**src/rtl/lkos_pkg.sv**
```systemverilog
// Shared types, constants and helpers for the line keyword search block.
// Depends on nothing; imported by every module under rtl.
package lkos_pkg;

    localparam int MAX_KEYWORD_BYTES = 16;
    localparam int COUNT_BITS        = 24;

    localparam int KW_WORD_BITS  = 64;
    localparam int KW_WORD_BYTES = KW_WORD_BITS / 8;
    localparam int KW_BYTES      = 2 * KW_WORD_BYTES;
    localparam int KW_IDX_BITS   = $clog2(KW_BYTES);
    localparam int LEN_BITS      = 5;
    localparam int WANT_BITS     = 25;
    localparam int CFG_IDX_BITS  = 3;

    localparam logic [COUNT_BITS-1:0] COUNT_MAX = {COUNT_BITS{1'b1}};
    localparam logic [LEN_BITS-1:0]   LEN_LIMIT = LEN_BITS'(MAX_KEYWORD_BYTES);

    localparam logic [7:0] NEWLINE_BYTE = 8'h0A;
    localparam logic [7:0] UPPER_FIRST  = 8'h41;
    localparam logic [7:0] UPPER_LAST   = 8'h5A;
    localparam logic [7:0] CASE_OFFSET  = 8'h20;

    localparam logic OP_DATA = 1'b0;
    localparam logic OP_END  = 1'b1;

    localparam logic [CFG_IDX_BITS-1:0] CFG_KW_LOW  = 3'd0;
    localparam logic [CFG_IDX_BITS-1:0] CFG_KW_HIGH = 3'd1;
    localparam logic [CFG_IDX_BITS-1:0] CFG_KW_LEN  = 3'd2;
    localparam logic [CFG_IDX_BITS-1:0] CFG_CASE    = 3'd3;
    localparam logic [CFG_IDX_BITS-1:0] CFG_WANTED  = 3'd4;

    typedef enum logic [1:0] {
        EV_BYTE,
        EV_NEWLINE,
        EV_END
    } ev_kind_t;

    // Event handed from the window stage to the tally stage.
    typedef struct packed {
        logic     valid;
        ev_kind_t kind;
        logic     hit;
    } ev_t;

    // Map ASCII upper case to lower case when folding is enabled.
    function automatic logic [7:0] fold_byte(input logic [7:0] b, input logic fold_en);
        logic [7:0] r;
        r = b;
        if (fold_en && b >= UPPER_FIRST && b <= UPPER_LAST)
        begin
            r = b + CASE_OFFSET;
        end
        return r;
    endfunction

endpackage

```
**src/rtl/line_keyword_occurrence_search.sv**
```systemverilog
// Top level of the line keyword search: config registers, window cell chain
// and event stage. Depends on lkos_pkg, lkos_cell and lkos_tally.
//
// Usage:
//   Input channel (in_valid / in_stall, op, data_byte) carries one beat per
//   text byte (op = data) and one end beat (op = end) per buffer. Newline
//   bytes split lines; a line matches when the keyword lies inside it.
//   Output channel (out_valid / out_stall) carries one result beat per end
//   beat: found, match_line and total_matches of that buffer.
//   Configuration is a plain write port (wr_en, wr_index, wr_data); the user
//   must write it only while no buffer is in flight; the block does not enforce it.
// Throughput: one input beat per cycle while in_stall is low. Each byte shifts
//   the row of 16 window cells, which compare their new byte against the aligned
//   keyword byte on the way in; the cell hits then form the event's hit bit.
// Result path: an accepted end beat passes the event register, then the result
//   register, before its result beat shows on out_valid; a busy tally stage can
//   hold the end event in the event register (see Stall).
// Stall: the result register holds while out_stall is high; input beats keep
//   flowing until a second end beat reaches the tally stage, which then
//   raises in_stall until the waiting result is taken.
// Reset: rst_n clears all control state and loads the register defaults
//   (keyword length 0, case sensitive, first match wanted).
module line_keyword_occurrence_search (
    input  logic                             clk,
    input  logic                             rst_n,
    input  logic                             in_valid,
    output logic                             in_stall,
    input  logic                             op,
    input  logic [7:0]                       data_byte,
    output logic                             out_valid,
    input  logic                             out_stall,
    output logic                             found,
    output logic [lkos_pkg::COUNT_BITS-1:0]  match_line,
    output logic [lkos_pkg::COUNT_BITS-1:0]  total_matches,
    input  logic                             wr_en,
    input  logic [lkos_pkg::CFG_IDX_BITS-1:0] wr_index,
    input  logic [lkos_pkg::KW_WORD_BITS-1:0] wr_data
);
    import lkos_pkg::*;

    // Configuration registers.
    logic [KW_WORD_BITS-1:0] kw_low_reg;
    logic [KW_WORD_BITS-1:0] kw_high_reg;
    logic [LEN_BITS-1:0]     kw_len_reg;
    logic                    case_sens_reg;
    logic [WANT_BITS-1:0]    wanted_reg;

    always_ff @(posedge clk or negedge rst_n)
    begin
        if (!rst_n)
        begin
            kw_low_reg    <= '0;
            kw_high_reg   <= '0;
            kw_len_reg    <= '0;
            case_sens_reg <= 1'b1;
            wanted_reg    <= WANT_BITS'(1);
        end
        else if (wr_en)
        begin
            unique case (wr_index)
                CFG_KW_LOW:  kw_low_reg    <= wr_data;
                CFG_KW_HIGH: kw_high_reg   <= wr_data;
                CFG_KW_LEN:  kw_len_reg    <= wr_data[LEN_BITS-1:0];
                CFG_CASE:    case_sens_reg <= wr_data[0];
                CFG_WANTED:  wanted_reg    <= wr_data[WANT_BITS-1:0];
                default:     kw_len_reg    <= kw_len_reg;
            endcase
        end
    end

    // Input handshake and byte classification.
    logic accept;
    logic is_newline;
    logic shift;
    logic fold_en;
    logic tally_busy;

    assign in_stall   = tally_busy;
    assign accept     = in_valid && !in_stall;
    assign is_newline = (data_byte == NEWLINE_BYTE);
    assign shift      = accept && (op == OP_DATA) && !is_newline;
    assign fold_en    = !case_sens_reg;

    // Keyword as a byte array, byte 0 first.
    logic [KW_BYTES*8-1:0] kw_flat;
    logic [7:0]            kw_byte [KW_BYTES];

    assign kw_flat = {kw_high_reg, kw_low_reg};

    for (genvar k = 0; k < KW_BYTES; k++)
    begin : g_kw
        assign kw_byte[k] = kw_flat[k*8 +: 8];
    end

    // Row of window cells; cell 0 holds the newest byte of the line.
    // Cell i is matched against keyword byte (length - 1 - i).
    logic [7:0]                   win_byte [MAX_KEYWORD_BYTES];
    logic [MAX_KEYWORD_BYTES-1:0] cell_hit;
    logic [MAX_KEYWORD_BYTES-1:0] cell_ok;

    for (genvar i = 0; i < MAX_KEYWORD_BYTES; i++)
    begin : g_cell
        logic [LEN_BITS-1:0] key_sel;
        logic [7:0]          cell_in;

        assign key_sel = kw_len_reg - LEN_BITS'(1) - LEN_BITS'(i);

        if (i == 0)
        begin : g_head
            assign cell_in = data_byte;
        end
        else
        begin : g_link
            assign cell_in = win_byte[i-1];
        end

        lkos_cell u_cell (
            .clk      (clk),
            .shift    (shift),
            .fold_en  (fold_en),
            .byte_in  (cell_in),
            .key_byte (kw_byte[key_sel[KW_IDX_BITS-1:0]]),
            .byte_out (win_byte[i]),
            .hit      (cell_hit[i])
        );

        // Cells past the keyword length do not take part.
        assign cell_ok[i] = cell_hit[i] || (LEN_BITS'(i) >= kw_len_reg);
    end

    // Bytes seen in the current line, saturating at the window depth.
    logic [LEN_BITS-1:0] bil_reg, bil_next;

    always_comb
    begin
        bil_next = bil_reg;
        if (accept)
        begin
            if (op == OP_END || is_newline)
            begin
                bil_next = '0;
            end
            else if (bil_reg != LEN_LIMIT)
            begin
                bil_next = bil_reg + LEN_BITS'(1);
            end
        end
    end

    // Event register: the next event for the tally stage, held while it is busy.
    logic     ev_valid_reg, ev_valid_next;
    ev_kind_t ev_kind_reg, ev_kind_next;
    logic     len_ok;
    ev_t      ev;

    always_comb
    begin
        ev_valid_next = ev_valid_reg && tally_busy;
        ev_kind_next  = ev_kind_reg;
        if (accept)
        begin
            ev_valid_next = 1'b1;
            if (op == OP_END)
            begin
                ev_kind_next = EV_END;
            end
            else if (is_newline)
            begin
                ev_kind_next = EV_NEWLINE;
            end
            else
            begin
                ev_kind_next = EV_BYTE;
            end
        end
    end

    always_ff @(posedge clk or negedge rst_n)
    begin
        if (!rst_n)
        begin
            bil_reg      <= '0;
            ev_valid_reg <= 1'b0;
            ev_kind_reg  <= EV_BYTE;
        end
        else
        begin
            bil_reg      <= bil_next;
            ev_valid_reg <= ev_valid_next;
            ev_kind_reg  <= ev_kind_next;
        end
    end

    // Whole-keyword hit: legal length, enough bytes in line, all cells agree.
    assign len_ok   = (kw_len_reg != '0) && (kw_len_reg <= LEN_LIMIT);
    assign ev.valid = ev_valid_reg;
    assign ev.kind  = ev_kind_reg;
    assign ev.hit   = len_ok && (bil_reg >= kw_len_reg) && (&cell_ok);

    lkos_tally u_tally (
        .clk           (clk),
        .rst_n         (rst_n),
        .ev            (ev),
        .wanted        (wanted_reg),
        .out_stall     (out_stall),
        .busy          (tally_busy),
        .out_valid     (out_valid),
        .found         (found),
        .match_line    (match_line),
        .total_matches (total_matches)
    );

endmodule

```
**src/rtl/lkos_cell.sv**
```systemverilog
// One window cell: holds one text byte and its compare result.
// Depends on lkos_pkg.
module lkos_cell (
    input  logic       clk,
    input  logic       shift,
    input  logic       fold_en,
    input  logic [7:0] byte_in,
    input  logic [7:0] key_byte,
    output logic [7:0] byte_out,
    output logic       hit
);
    import lkos_pkg::*;

    logic [7:0] byte_reg;
    logic       hit_reg;
    logic       hit_next;

    assign hit_next = (fold_byte(byte_in, fold_en) == fold_byte(key_byte, fold_en));

    // Take the neighbor's byte and compare it on the way in.
    always_ff @(posedge clk)
    begin
        if (shift)
        begin
            byte_reg <= byte_in;
            hit_reg  <= hit_next;
        end
    end

    assign byte_out = byte_reg;
    assign hit      = hit_reg;

endmodule

```
**src/rtl/lkos_tally.sv**
```systemverilog
// Tally stage: line and match counters, wanted-match record, result register.
// Depends on lkos_pkg.
module lkos_tally (
    input  logic                          clk,
    input  logic                          rst_n,
    input  lkos_pkg::ev_t                 ev,
    input  logic [lkos_pkg::WANT_BITS-1:0] wanted,
    input  logic                          out_stall,
    output logic                          busy,
    output logic                          out_valid,
    output logic                          found,
    output logic [lkos_pkg::COUNT_BITS-1:0] match_line,
    output logic [lkos_pkg::COUNT_BITS-1:0] total_matches
);
    import lkos_pkg::*;

    logic                  line_matched_reg, line_matched_next;
    logic [COUNT_BITS-1:0] line_number_reg, line_number_next;
    logic [COUNT_BITS-1:0] match_count_reg, match_count_next;
    logic [COUNT_BITS-1:0] recorded_reg, recorded_next;
    logic                  out_valid_reg, out_valid_next;
    logic                  out_found_reg;
    logic [COUNT_BITS-1:0] out_line_reg;
    logic [COUNT_BITS-1:0] out_total_reg;

    logic                  step;
    logic                  load_out;
    logic [COUNT_BITS-1:0] count_inc;
    logic                  want_last;
    logic                  want_hit;

    assign busy      = ev.valid && (ev.kind == EV_END) && out_valid_reg && out_stall;
    assign step      = ev.valid && !busy;
    assign load_out  = step && (ev.kind == EV_END);
    assign count_inc = match_count_reg + COUNT_BITS'(1);
    assign want_last = wanted[WANT_BITS-1];
    assign want_hit  = !want_last && (wanted != '0)
                       && (count_inc == wanted[COUNT_BITS-1:0]);

    always_comb
    begin
        line_matched_next = line_matched_reg;
        line_number_next  = line_number_reg;
        match_count_next  = match_count_reg;
        recorded_next     = recorded_reg;
        if (step)
        begin
            case (ev.kind)
                EV_BYTE:
                begin
                    if (!line_matched_reg && ev.hit)
                    begin
                        line_matched_next = 1'b1;
                        if (match_count_reg != COUNT_MAX)
                        begin
                            match_count_next = count_inc;
                            if (want_last || want_hit)
                            begin
                                recorded_next = line_number_reg;
                            end
                        end
                    end
                end
                EV_NEWLINE:
                begin
                    line_matched_next = 1'b0;
                    if (line_number_reg != COUNT_MAX)
                    begin
                        line_number_next = line_number_reg + COUNT_BITS'(1);
                    end
                end
                EV_END:
                begin
                    line_matched_next = 1'b0;
                    line_number_next  = COUNT_BITS'(1);
                    match_count_next  = '0;
                    recorded_next     = '0;
                end
                default:
                begin
                    line_matched_next = line_matched_reg;
                end
            endcase
        end
    end

    always_comb
    begin
        out_valid_next = out_valid_reg;
        if (load_out)
        begin
            out_valid_next = 1'b1;
        end
        else if (out_valid_reg && !out_stall)
        begin
            out_valid_next = 1'b0;
        end
    end

    always_ff @(posedge clk or negedge rst_n)
    begin
        if (!rst_n)
        begin
            line_matched_reg <= 1'b0;
            line_number_reg  <= COUNT_BITS'(1);
            match_count_reg  <= '0;
            recorded_reg     <= '0;
            out_valid_reg    <= 1'b0;
        end
        else
        begin
            line_matched_reg <= line_matched_next;
            line_number_reg  <= line_number_next;
            match_count_reg  <= match_count_next;
            recorded_reg     <= recorded_next;
            out_valid_reg    <= out_valid_next;
        end
    end

    // Result payload holds while stalled; load only on an end event.
    always_ff @(posedge clk)
    begin
        if (load_out)
        begin
            out_found_reg <= (recorded_reg != '0);
            out_line_reg  <= recorded_reg;
            out_total_reg <= match_count_reg;
        end
    end

    assign out_valid     = out_valid_reg;
    assign found         = out_found_reg;
    assign match_line    = out_line_reg;
    assign total_matches = out_total_reg;

endmodule

```
**config.mk**
```make
export PLATFORM = sky130hd
export DESIGN_NAME = line_keyword_occurrence_search
export DESIGN_NICKNAME = d
export VERILOG_FILES = /design/src/rtl/lkos_pkg.sv /design/src/rtl/line_keyword_occurrence_search.sv /design/src/rtl/lkos_cell.sv /design/src/rtl/lkos_tally.sv
export SDC_FILE = /design/constraint.sdc
export NUM_CORES = 1
export LEC_CHECK = 0
export BUFFER_PORTS_ARGS = -buffer_cell sky130_fd_sc_hd__buf_2
export CAP_MARGIN = 20
export CORE_MARGIN = 10
export CORE_UTILIZATION = 30
export CTS_BUF_LIST = sky130_fd_sc_hd__clkbuf_8 sky130_fd_sc_hd__clkbuf_16
export DETAILED_ROUTE_END_ITERATION = 6
export GPL_TIMING_DRIVEN = 0
export SYNTH_ARGS = -nofsm -noshare
export SYNTH_HDL_FRONTEND = slang
export SYNTH_HIERARCHICAL = 1
export SYNTH_SLANG_ARGS = --single-unit
```
**constraint.sdc**
```tcl
create_clock -name clk -period 20.1 [get_ports clk]
set_clock_uncertainty 0.15 [all_clocks]
set_input_delay 4.02 -clock clk [delete_from_list [all_inputs] [get_ports clk]]
set_output_delay 4.02 -clock clk [all_outputs]
set_load 0.05 [all_outputs]
```
==> flow_summary.toml, run 1 <==
[status]
outcome = "finished clean"

[drt]
dr.pass1.iters = 5
number_of_design_rule_violations_left_after_detail_routing = 0
vias_per_cell = 5.446
drtIter0Drc = 2062
drt-total-wl_um = 91210
number_of_nets_still_failing_antenna_checks_after_routing = 0
post_detailed_route_wirelength_per_cell_um = 23.86
route.vias.total = 20820

[timing]
clock.fmax_mhz = 111.7
whs_ns = 0.2942
max_slew_margin_pct = 28.49
timing_hold_violations_final = 0
final.min_clock_period_ns = 8.951
tns_ns = 0
slew_viol_final = 0
grt_setup_unrepaired = "no"
tightest_slew_ns = 1.073
layout_worst_path_cycle_share_pct = 44.53
setup_viol = 0

[worst_setup_path]
worstSetupPathType = "in2out"
cp_num_cells = 4
worst-r2r-cell-count = 18
slowest_cell_delay_on_critical_path_ns = 0.32
reg2reg_setup_slack_ns = 13.42
ordered_cell_list_for_the_critical_path = "buf_2, nand2_1, nor2_1, buf_2"
critical_path.most_common_cell = "sky130_fd_sc_hd__buf_2"
cp.required_ns = 15.93
worst_endpoint_data_arrival_time_ns = 4.78
r2r-end = "g_cell[6].u_cell/hit$_DFFE_PP_"
slowest_library_cell_on_the_worst_path = "sky130_fd_sc_hd__buf_2"
worstReg2RegStart = "kw_len_reg[0]$_DFFE_PN0P_"
critical_path.startpoint_type = "primary input"
critPathBufInv = 2
critical_path.top_delay_family = "buffers and inverters"
critPathMaxFanout = 3
critical_path.endpoint_type = "output port"
cp-startpoint = "out_stall"

[worst_hold_path]
hold-path-endpoint = "u_tally/total_matches[5]$_DFFE_PP_"
min-delay-path-class = "reg2reg"
hold_path.startpoint = "u_tally/match_count_reg[5]$_DFFE_PN0P_"
hold_path_depth = 0

[cells_and_area]
most_frequent_standard_cell_in_the_layout_excluding_fill_and_tap_cells = "sky130_fd_sc_hd__mux2i_1"
mostFrequentLayoutCells = "sky130_fd_sc_hd__mux2i_1, sky130_fd_sc_hd__dfrtp_1, sky130_fd_sc_hd__edfxtp_1"
syn_to_final_growth_pct = 14.43
largest_register_ff_count = 120
layout-drive-gt1-share_pct = 24.12
fin_area_sq_um = 32100
nNetsFinal = 2659

[place]
post-dp-hpwl_um = 71680
gp_congestion = 0.9783
place_area_sq_um = 30510
io_buffer_count = 131

[floorplanning]
die_x_um = 325.8
die-area_sq_um = 106100
fp-row-count = 112
die_span_in_y_um = 325.8
placeableCoreArea_sq_um = 93050
num_io_pins = 132
initial_core_utilization_pct = 30.14

[power]
ir_drop_mv = 0.07258
power.density_cell_area_nw_per_um2 = 155.2
power.leakage_nw = 12.19
totalPowerFinal_mw = 4.983

[logic_synthesis]
synthCells = 2334
synth_fp_nets = 2468
syn_area_sq_um = 28050
synth-warning-count = 6
post_synth.cell_area_avg_sq_um = 12.02

[grt]
first_global_vias = 20300
global_route_wire_length_before_repair_um = 135400
grt_util_all_layers_pct = 16.60
grt_max_degree = 105
grt_antenna_before_repair = 15
grt.overflow.total = 0

[job]
maxCapViolations = 0

[clock_network]
tritoncts_clock_tree = "done"
clock_sinks = 426
cts_buffers = 49
htree_num_levels = 2
postCtsResizedCells = 0
clk_pin_slew_ns = 0.06
cts_max_path_buffers = 3
cts_hold_repair.buffers = 0
clockRootBuffer = "sky130_fd_sc_hd__clkbuf_16"
post-cts-setup-buffer-count = 0
clock_latency_at_the_later_pin_of_the_worst_skew_pair_ns = 0.62
routing by layer:
metal  global-route usage (%)  wire length [um]
met5                        0                95
met3                    4.289              7862
met1                    20.95             36880
met4                    6.495              3724
met2                    26.95             42650
stage by stage:
| stage | utilization (%) | instances | worst slack [ns] |
|---|---|---|---|
| 2_1_floorplan | - | 2334 | 8.879 |
| 3_3_place_gp | 32.54 | 3719 | 6.093 |
| 3_5_place_dp | 32.78 | 3728 | 11.17 |
| 4_1_cts | 34.48 | 3816 | 11.17 |
| 5_1_grt | 34.49 | 3818 | 11.10 |
| 6_report | 34.50 | 3822 | 11.15 |
worst max-delay path by stage:
| stage | endpoint | slack (ns) |
|---|---|---|
| 2_1_floorplan | g_cell[0].u_cell/byte_out[0]$_DFFE_PP_ | 8.88 |
| 3_3_place_gp | g_cell[13].u_cell/byte_out[7]$_DFFE_PP_ | 6.09 |
| 3_5_place_dp | in_stall | 11.17 |
| 4_1_cts | in_stall | 11.17 |
| 5_1_grt | in_stall | 11.10 |
| 6_report | in_stall | 11.15 |
report_power, final:
part,internal (mW),switching [mW],leakage (nW)
sequential,1.04,0.156,4.68
clock,0.508,0.377,0.810
combinational,1.17,1.73,6.70
area by class of cell:
cell class,count,area [sq um]
Inverter,18,67.56
Fill cell,9298,60950
Antenna cell,6,15.01
Clock buffer,54,1318
Sequential cell,426,11590
Multi-Input combinational cell,1770,15800
Timing Repair Buffer,140,868.3
Clock inverter,34,260.3
Buffer,120,614.3
Tap cell,1254,1569
No activity file was read; power rests on OpenSTA's default activity.
==> run 2, diff against run 1 <==
==> constraint.sdc (replaced) <==
create_clock -name clk -period 8.6 [get_ports clk]
set_clock_uncertainty 0.15 [all_clocks]
set_input_delay 1.72 -clock clk [delete_from_list [all_inputs] [get_ports clk]]
set_output_delay 1.72 -clock clk [all_outputs]
set_load 0.05 [all_outputs]
==> run 2 against run 1 <==
- final area barely moved
- core utilization barely moved
- first-iteration DRC count rose by 4.1%
- wire length down 0.63%
- critical endpoint is now g_cell[6].u_cell/hit$_DFFE_PP_
- clock power grew 140%
- sequential power up 130%
- total power up 140%
- global-route usage hardly changed
- non-clock buffer count down 1
- final cell count about the same
- sequential cell count did not move
- largest cell class unchanged
- critical path type is now reg2reg
- combinational power grew 130%
==> flow_summary.toml, run 2 (synthesis results as in run 1) <==
[status]
outcome = "finished clean"

[cells_and_area]
layout-drive-gt1-share_pct = 24.21
instances_no_fill = 3820
final_util_pct = 34.51
most_frequent_standard_cell_in_the_layout_excluding_fill_and_tap_cells = "sky130_fd_sc_hd__mux2i_1"
nNetsFinal = 2657
n_fill_cell = 9222
syn_to_final_growth_pct = 14.49
largest_register_ff_count = 120
fin_area_sq_um = 32110
multi_input_area_sq_um = 15800
final-seq-area_sq_um = 11590
mostFrequentLayoutCells = "sky130_fd_sc_hd__mux2i_1, sky130_fd_sc_hd__dfrtp_1, sky130_fd_sc_hd__edfxtp_1"

[timing]
layout_worst_path_cycle_share_pct = 76.59
slew_viol_final = 0
timing_hold_violations_final = 0
grt_setup_unrepaired = "no"
max_slew_margin_pct = 29.98
final.min_clock_period_ns = 6.587
clock.fmax_mhz = 151.8
tightest_slew_ns = 1.041
setup_viol = 0
tns_ns = 0

[place]
gp_congestion = 0.9649
post-place-cells = 3727
post-dp-hpwl_um = 71430
place_area_sq_um = 30500
io_buffer_count = 131

[worst_setup_path]
critical_path.endpoint_type = "flip-flop"
worstSetupPathType = "reg2reg"
cp.required_ns = 8.78
critPathMaxFanout = 10
worst-r2r-cell-count = 18
worst_endpoint_data_arrival_time_ns = 6.77
critical_path.startpoint_type = "flip-flop"

[drt]
vias_per_cell = 5.493
drtIter0Drc = 2147
dr.pass1.iters = 6
number_of_nets_still_failing_antenna_checks_after_routing = 0
drt-total-wl_um = 90630
number_of_design_rule_violations_left_after_detail_routing = 0
post_detailed_route_wirelength_per_cell_um = 23.73
route.vias.total = 20990

[clock_network]
htree_num_levels = 2
postCtsResizedCells = 0
tritoncts_clock_tree = "done"
cts_max_path_buffers = 3
cts_hold_repair.buffers = 0
clock_latency_at_the_later_pin_of_the_worst_skew_pair_ns = 0.61
cts_buffers = 48
post-cts-setup-buffer-count = 0
clockRootBuffer = "sky130_fd_sc_hd__clkbuf_16"
clock_sinks = 426
clk_pin_slew_ns = 0.06

[floorplanning]
num_io_pins = 132
placeableCoreArea_sq_um = 93050
die_x_um = 325.8
fp-row-count = 112
die_span_in_y_um = 325.8
initial_core_utilization_pct = 30.14
die-area_sq_um = 106100

[power]
power.leakage_nw = 12.19
ir_drop_mv = 0.1710
p_sw_share_pct = 45.60
power_frac_seq_pct = 23.7
total_switching_power_mw = 5.350
totalPowerFinal_mw = 11.73
internal-power_mw = 6.382
power.share.combinational_pct = 58.2
clkPwrFrac_pct = 18.1
power.density_cell_area_nw_per_um2 = 365.3

[grt]
grt.overflow.total = 0
grt_max_degree = 124
global_route_wire_length_before_repair_um = 136000
grt_antenna_before_repair = 17
grt_util_all_layers_pct = 16.63
first_global_vias = 20170

[job]
maxCapViolations = 0

[worst_hold_path]
hold_path_depth = 0
min-delay-path-class = "reg2reg"
[run 2: area by class of cell]
cell class,instances,area share (%)
Clock buffer,50,3.826
Buffer,120,1.913
Inverter,18,0.2104
Clock inverter,38,1.157
Sequential cell,426,36.09
Tap cell,1254,4.886
Multi-Input combinational cell,1770,49.19
Timing Repair Buffer,139,2.688
Antenna cell,5,0.03896
[run 2: stage by stage]
stage / hold slack (ns) / worst slack, ns
CTS: 0.3001 / 2.071
floorplan: 0.2696 / 1.985
detailed placement: 0.2854 / 2.085
global placement: 0.2783 / 0.3047
finish: 0.2958 / 2.013
global route: 0.3119 / 1.752
[run 2: path summary, 6_finish.rpt]
path / start / end / slack [ns]
setup / recovery: kw_len_reg[0]$_DFFE_PN0P_ / g_cell[6].u_cell/hit$_DFFE_PP_ / 2.01
hold / removal: u_tally/match_count_reg[6]$_DFFE_PN0P_ / u_tally/total_matches[6]$_DFFE_PP_ / 0.30
setup reg to reg: kw_len_reg[0]$_DFFE_PN0P_ / g_cell[6].u_cell/hit$_DFFE_PP_ / 2.01
hold reg to reg: u_tally/match_count_reg[6]$_DFFE_PN0P_ / u_tally/total_matches[6]$_DFFE_PP_ / 0.30
max in group asynchronous: rst_n / kw_high_reg[60]$_DFFE_PN0P_ / 6.07
min in group asynchronous: rst_n / u_tally/recorded_reg[18]$_DFFE_PN0P_ / 0.84
[run 2: per-layer routing]
metal  part of all wire (%)  GRT usage, %
met5                   0.12             0
met4                    3.6         5.581
met3                    8.1         3.896
met2                     47         27.06
met1                     41         21.54
[run 2: worst max-delay path: stages (launching register included)]
cell	delay [ns]
sky130_fd_sc_hd__dfrtp_1	0.38
sky130_fd_sc_hd__buf_2	0.23
sky130_fd_sc_hd__inv_1	0.23
sky130_fd_sc_hd__ha_1	0.53
sky130_fd_sc_hd__buf_2	0.34
sky130_fd_sc_hd__buf_2	0.31
sky130_fd_sc_hd__buf_1	0.64
sky130_fd_sc_hd__inv_1	0.16
sky130_fd_sc_hd__ha_1	0.32
sky130_fd_sc_hd__clkbuf_1	0.26
sky130_fd_sc_hd__clkbuf_1	0.64
sky130_fd_sc_hd__mux2i_1	0.29
sky130_fd_sc_hd__mux2i_1	0.55
sky130_fd_sc_hd__or4_1	0.21
sky130_fd_sc_hd__nor2_1	0.04
sky130_fd_sc_hd__a311oi_1	0.51
sky130_fd_sc_hd__mux2i_1	0.29
sky130_fd_sc_hd__xnor2_1	0.08
sky130_fd_sc_hd__and3_1	0.16
[run 2: power groups by stage]
| stage | registers [mW] | clock network (mW) | logic (mW) |
|---|---|---|---|
| 2_1_floorplan | 2.73 | 0 | 4.87 |
| 3_3_place_gp | 2.80 | 0 | 6.58 |
| 3_5_place_dp | 2.81 | 0 | 6.69 |
| 4_1_cts | 2.77 | 2.17 | 6.71 |
| 5_1_grt | 2.82 | 2.25 | 7.27 |
| 6_report | 2.78 | 2.13 | 6.83 |
